==> src/sv/stpw_pkg.sv <==
package stpw_pkg;

	localparam int unsigned PoolPagesDef = 64;

	localparam int unsigned IdxW   = 9;
	localparam int unsigned VpnW   = 27;
	localparam int unsigned PpnW   = 44;
	localparam int unsigned CntW   = 21;
	localparam int unsigned PermW  = 10;
	localparam int unsigned EntryW = PpnW + PermW;
	localparam int unsigned StW    = 2;

	localparam int unsigned ValidBit = 0;
	localparam logic [PermW-1:0] ValidMask = PermW'(1 << ValidBit);

	localparam logic [PpnW-1:0] PoolBaseRst = 44'd524288;

	typedef enum logic [StW-1:0] {
		ST_OK         = 2'd0,
		ST_POOL_EMPTY = 2'd1,
		ST_NO_PATH    = 2'd2
	} status_t;

	typedef enum logic [1:0] {
		LVL_2,
		LVL_1,
		LVL_0
	} lvl_t;

	typedef enum logic [3:0] {
		S_CLR_ROOT,
		S_IDLE,
		S_START,
		S_RD2,
		S_EV2,
		S_CLR_PG2,
		S_RD1,
		S_EV1,
		S_CLR_PG1,
		S_RD0,
		S_EV0,
		S_FIN
	} state_t;

	typedef struct packed {
		logic    load_item;
		logic    rd_en;
		lvl_t    rd_lvl;
		logic    follow;
		logic    alloc;
		logic    clr_wr;
		logic    leaf_wr;
		logic    cap_leaf;
		logic    set_st;
		status_t st_code;
		logic    out_load;
	} cmd_t;

	typedef struct packed {
		logic is_lookup;
		logic entry_valid;
		logic ptr_ok;
		logic pool_full;
		logic clr_last;
		logic all_done;
		logic last_page;
		logic out_free;
	} sts_t;

endpackage

==> src/sv/stpw_ctrl.sv <==
module stpw_ctrl
	import stpw_pkg::*;
(
	input  logic   clk,
	input  logic   arst_n,
	input  logic   in_valid,
	output logic   in_stall,
	input  sts_t   sts,
	output cmd_t   cmd,
	output state_t state
);

	state_t state_q;
	state_t state_d;

	always_ff @(posedge clk or negedge arst_n) begin
		if (!arst_n) begin
			state_q <= S_CLR_ROOT;
		end else begin
			state_q <= state_d;
		end
	end

	always_comb begin
		state_d = state_q;
		case (state_q)
			S_CLR_ROOT: begin
				if (sts.clr_last) state_d = S_IDLE;
			end
			S_IDLE: begin
				if (in_valid) state_d = S_START;
			end
			S_START: begin
				if (!sts.is_lookup && sts.all_done) state_d = S_FIN;
				else state_d = S_RD2;
			end
			S_RD2: state_d = S_EV2;
			S_EV2: begin
				if (sts.entry_valid) begin
					state_d = sts.ptr_ok ? S_RD1 : S_FIN;
				end else if (sts.is_lookup || sts.pool_full) begin
					state_d = S_FIN;
				end else begin
					state_d = S_CLR_PG2;
				end
			end
			S_CLR_PG2: begin
				if (sts.clr_last) state_d = S_RD1;
			end
			S_RD1: state_d = S_EV1;
			S_EV1: begin
				if (sts.entry_valid) begin
					state_d = sts.ptr_ok ? S_RD0 : S_FIN;
				end else if (sts.is_lookup || sts.pool_full) begin
					state_d = S_FIN;
				end else begin
					state_d = S_CLR_PG1;
				end
			end
			S_CLR_PG1: begin
				if (sts.clr_last) state_d = S_RD0;
			end
			S_RD0: state_d = S_EV0;
			S_EV0: begin
				if (sts.is_lookup || sts.last_page) state_d = S_FIN;
				else state_d = S_RD2;
			end
			S_FIN: begin
				if (sts.out_free) state_d = S_IDLE;
			end
			default: state_d = S_CLR_ROOT;
		endcase
	end

	always_comb begin
		cmd         = '0;
		cmd.rd_lvl  = LVL_2;
		cmd.st_code = ST_OK;
		case (state_q)
			S_CLR_ROOT, S_CLR_PG2, S_CLR_PG1: cmd.clr_wr = 1'b1;
			S_IDLE: cmd.load_item = in_valid;
			S_RD2: begin
				cmd.rd_en  = 1'b1;
				cmd.rd_lvl = LVL_2;
			end
			S_RD1: begin
				cmd.rd_en  = 1'b1;
				cmd.rd_lvl = LVL_1;
			end
			S_RD0: begin
				cmd.rd_en  = 1'b1;
				cmd.rd_lvl = LVL_0;
			end
			S_EV2, S_EV1: begin
				if (sts.entry_valid) begin
					if (sts.ptr_ok) begin
						cmd.follow = 1'b1;
					end else begin
						cmd.set_st  = 1'b1;
						cmd.st_code = ST_NO_PATH;
					end
				end else if (sts.is_lookup) begin
					cmd.set_st  = 1'b1;
					cmd.st_code = ST_NO_PATH;
				end else if (sts.pool_full) begin
					cmd.set_st  = 1'b1;
					cmd.st_code = ST_POOL_EMPTY;
				end else begin
					cmd.alloc = 1'b1;
				end
			end
			S_EV0: begin
				if (sts.is_lookup) cmd.cap_leaf = 1'b1;
				else cmd.leaf_wr = 1'b1;
			end
			S_FIN: cmd.out_load = sts.out_free;
			default: cmd = '0;
		endcase
	end

	assign in_stall = (state_q != S_IDLE);
	assign state    = state_q;

endmodule

==> config.mk <==
export PLATFORM = sky130hd
export DESIGN_NAME = stpw_ctrl
export DESIGN_NICKNAME = d
export VERILOG_FILES = /design/src/sv/stpw_pkg.sv /design/src/sv/stpw_ctrl.sv
export SDC_FILE = /design/constraint.sdc
export NUM_CORES = 1
export LEC_CHECK = 0
export ABC_AREA = 1
export BUFFER_PORTS_ARGS = -buffer_cell sky130_fd_sc_hd__buf_4
export CORE_AREA = 2 2 39 41
export CTS_CLUSTER_SIZE = 28
export DETAILED_ROUTE_END_ITERATION = 8
export DIE_AREA = 0 0 41 43
export GPL_TIMING_DRIVEN = 0
export HOLD_SLACK_MARGIN = 0.03
export PLACE_DENSITY_LB_ADDON = 0.08
export SLEW_MARGIN = 20
export SYNTH_ARGS = -nofsm -noshare
export SYNTH_HDL_FRONTEND = slang
export SYNTH_SLANG_ARGS = --single-unit
export TNS_END_PERCENT = 20
==> constraint.sdc <==
create_clock -name clk -period 1.5 [get_ports clk]
set_clock_uncertainty 0.05 [all_clocks]
set_input_delay 0.3 -clock clk [delete_from_list [all_inputs] [get_ports clk]]
set_output_delay 0.3 -clock clk [all_outputs]
set_load 0.02 [all_outputs]
# After elaboration in Yosys (flattened, before gate mapping)
# Index checks and enable logic that the tools add are counted.
# classes
eq_ne	17
muxes	32
n_reduce_logical	8
# ops
op	n
$pmux W4 S12	1
$mux W4	10
$eq A4 B3 Y1 const B	4
$eq A4 B4 Y1 const B	4
$mux W3	5
$mux W1	10
$mux W2	5
$ne A2 B2 Y1 const B	5
$pmux W3 S3	1
$eq A4 B2 Y1 const B	2
$reduce_and A5 Y1	1
$eq A4 B1 Y1 const B	1
$logic_not A4 Y1	1
$ne A4 B1 Y1 const B	1
$reduce_or A3 Y1	1
$logic_or A1 B1 Y1	2
$reduce_or A2 Y1	1
$logic_and A1 B1 Y1	1
$logic_not A1 Y1	1
# word_totals
regBits	4
inputBits	11
out_inout_bits	18
wordCells	58

# Logic depth before layout (Yosys ltp)
# logic_depth
ltp_word	4
ltp_mapped	8
mapped_depth_nobuf	8

# Least setup slack after synthesis
# Ideal clock, no wire load.
# synth_timing
path_kind	register -> output
start	register state_q[2] (netlist: state[2])
end	output cmd[2] in the netlist's numbering
t_arrival_ps	1420
required_time_ps	1150
slack_ps	-270
stages_incl_launch_ff	7
path_cell_list	dfrtp_1 inv_2 nor2_4 nand2_2 inv_2 nor2_2 nor3_1
# synth_rtl
element	line_no	text
from (decl)	stpw_ctrl.sv:13	state_t state_q;
from (signal assigned)	stpw_ctrl.sv:20	state_q <= state_d;
to (decl)	stpw_ctrl.sv:9	output cmd_t cmd,

==> metrics.cfg <==
[outcome]
outcome = complete, but fails checks
violations = negative setup slack

[sta]
grt_setup_unrepaired = true
max_freq_mhz = 583.3
fin_ws_ps = -214.5
min_period_ps = 1715
worst_slew_pin_slew_ps = 271.3
slew_violations = 0
post-route-period-util_pct = 114.3
setup_viol = 14
relSlewSlack_pct = 81.85
finalHoldViolCount = 0

[route]
drtPass1Iterations = 4
ant_nets = 0
wl_per_cell_um = 11.40
wl_um = 1755
drc = 0
vias = 758
viasPerCell = 4.922
drt_iter0_markers = 4

[yosys]
postSynthAreaPerCell_um2 = 5.545
synth_cells = 88
syn-num-nets = 99
ys_seq_area_share_pct = 20.51
yosys_warnings = 0
synthDistinctLibCells = 16
ys_ff_latch = 4
syn_area_um2 = 488.0

[placed_design]
dp_cells = 132
dp_hpwl_um = 1155
port_buffers = 28
gp_congestion = 0.7873
placed_area_um2 = 779.5

[clocking]
cts_root_buf = clkbuf_4
clk_pin_slew_ps = 40
cts.sinks = 4
clockBufferDepth = 2
clk_latency_ps = 240
htree_levels = 1
cts_tree = done
numCtsBuffers = 3

[floorplanning]
dieArea_um2 = 1763
die_x_um = 41
ioPinCount = 29
coreArea_um2 = 1384
start_util_pct = 35.26
die_y_um = 43
rows = 14

[hold_path]
min_path_type = primary input to flop
hp-start = sts[3]
holdPathStages = 4

[setup_path]
start_kind = flop
cp.buffers_inverters = 2
r2r_cells = 9
path_depth = 6
path_max_fanout = 5
max_stage_delay_ps = 450
critical_path_class = flop to output pin
reg2reg_slack_ps = 50
crit_path_cell_trace = inv_4 > nand2_4 > nor2_4 > nor2_4 > nor4_4 > buf_4
worstPathRequired_ps = 1150
regToRegStartpoint = state[2]
cpMostUsedCell = nor2_4
critPathTopFamily = flip-flops
cp-end-kind = output pin
rr_endpoint = state[0]
arrival_ps = 1360
slowest_stage = dfrtp_2
setup.worst_path.end = cmd[1]
setup.worst_path.start = state[3]

[power_and_ir_drop]
power_uw = 1828
cellPowerDensity_nw_per_um2 = 1709
p_leak_uw = 0.0005441
max-vdd-ir-drop_mv = 1.059

[cells_and_area]
drive_gt1_share_pct = 65.94
design_area_um2 = 1070
largest_reg_flops = 4
seq_area_um2 = 105.1
num-nets-final = 151
diodes = 0
syn2layout_area_growth_pct = 119.2
instances_no_fill = 154
multi_input_area_um2 = 465.4
fillers = 113

[global_route]
grt_max_degree = 9
grt_pass1_vias = 670
antenna_found_initial = 0
grt_usage_pct = 21.65
grt_overflow_total = 0
grt_pass1_wl_um = 2697

[run]
max_cap_viol_count = 0

metrics by stage:
step | worst slack, ps | TNS, ps | util, % | hold WS [ps]
global placement | -105.7 | -273.4 | 56.33 | 46.23
CTS | -219.1 | -2473 | 73.33 | 305.1
global route | -293.2 | -3141 | 77.31 | 344.4
finish | -214.5 | -2177 | 77.31 | 313.6
detailed placement | -112.6 | -289.1 | 56.33 | 48.07
floorplan | -68.54 | -78.28 | - | -45.59
report_power, final:
part / internal, uW / switching, uW
clock: 89.3 / 42.6
combinational: 655 / 768
sequential: 162 / 111
cells in the mapped netlist:
library cell / count / area [um^2]
nand2_1: 27 / 101.4
o22ai_1: 1 / 6.260
nand3_1: 7 / 35.03
inv_2: 6 / 22.52
nor4_2: 1 / 12.51
nor2_4: 2 / 22.52
nor2_1: 16 / 60.06
a31oi_1: 1 / 6.260
o21ai_0: 5 / 25.02
a21oi_2: 1 / 8.760
nor2_2: 4 / 25.02
dfrtp_1: 4 / 100.1
nor3_1: 2 / 10.01
o211ai_1: 1 / 7.510
inv_1: 7 / 26.28
nand2_2: 3 / 18.77
final cells by class:
| cell class | count | share of cell area [%] |
|---|---|---|
| tap | 16 | 1.871 |
| timing repair buffer | 47 | 37.43 |
| multi-input combinational | 71 | 43.51 |
| clock buffer | 3 | 2.105 |
| inverter | 13 | 5.263 |
| sequential | 4 | 9.825 |
cells by family after synthesis:
group | count (synthesis) | share of synthesized area (%)
DFF | 4 | 20.51
and+or+nand+nor | 62 | 58.46
AOI/OAI and AO/OA | 9 | 11.03
buffers and inverters | 13 | 10.00
routing by layer:
layer / track usage (%) / part of all wire [%]
met3: 5.236 / 6.3
met1: 26.62 / 39
met5: 0 / 0
met4: 2.000 / 0
met2: 37.50 / 55
worst min path at each step:
| stage | endpoint | slack [ps] |
|---|---|---|
| finish | state[3] | 310 |
| global route | state[3] | 340 |
| CTS | state[3] | 310 |
| detailed placement | state[2] | 50 |
| global placement | state[2] | 50 |
| floorplan | state[0] | -50 |
worst min-delay path, delay by kind of cell:
family                 cells  cell delay (ps)
AO/OA/AOI/OAI              1               80
buffers and inverters      2              140
AND/OR/NAND/NOR            1               40
placed cells by master, fill, tap and decap left out, types with 3 or more instances in the layout:
| cell type | n |
|---|---|
| o21ai_0 | 4 |
| dfrtp_2 | 4 |
| nand2_1 | 20 |
| inv_2 | 4 |
| inv_4 | 3 |
| nor2_1 | 8 |
| buf_4 | 34 |
| nand3_1 | 6 |
| nor2_4 | 7 |
| clkbuf_4 | 3 |
| buf_6 | 12 |
| nand2_4 | 3 |
| nand2_2 | 7 |
| inv_1 | 6 |
| nor2_2 | 7 |
repair_timing:
| item | in CTS | in global routing |
|---|---|---|
| hold endpoints to repair | 4 | 0 |
| setup endpoints to repair | 14 | 17 |
| pin swaps | 12 | 6 |
| cloned | 0 | 0 |
| gates resized for setup | 20 | 12 |
| hold buffers | 1 | 0 |
| setup buffers | 16 | 2 |
No activity file was read; power rests on OpenSTA's default activity.
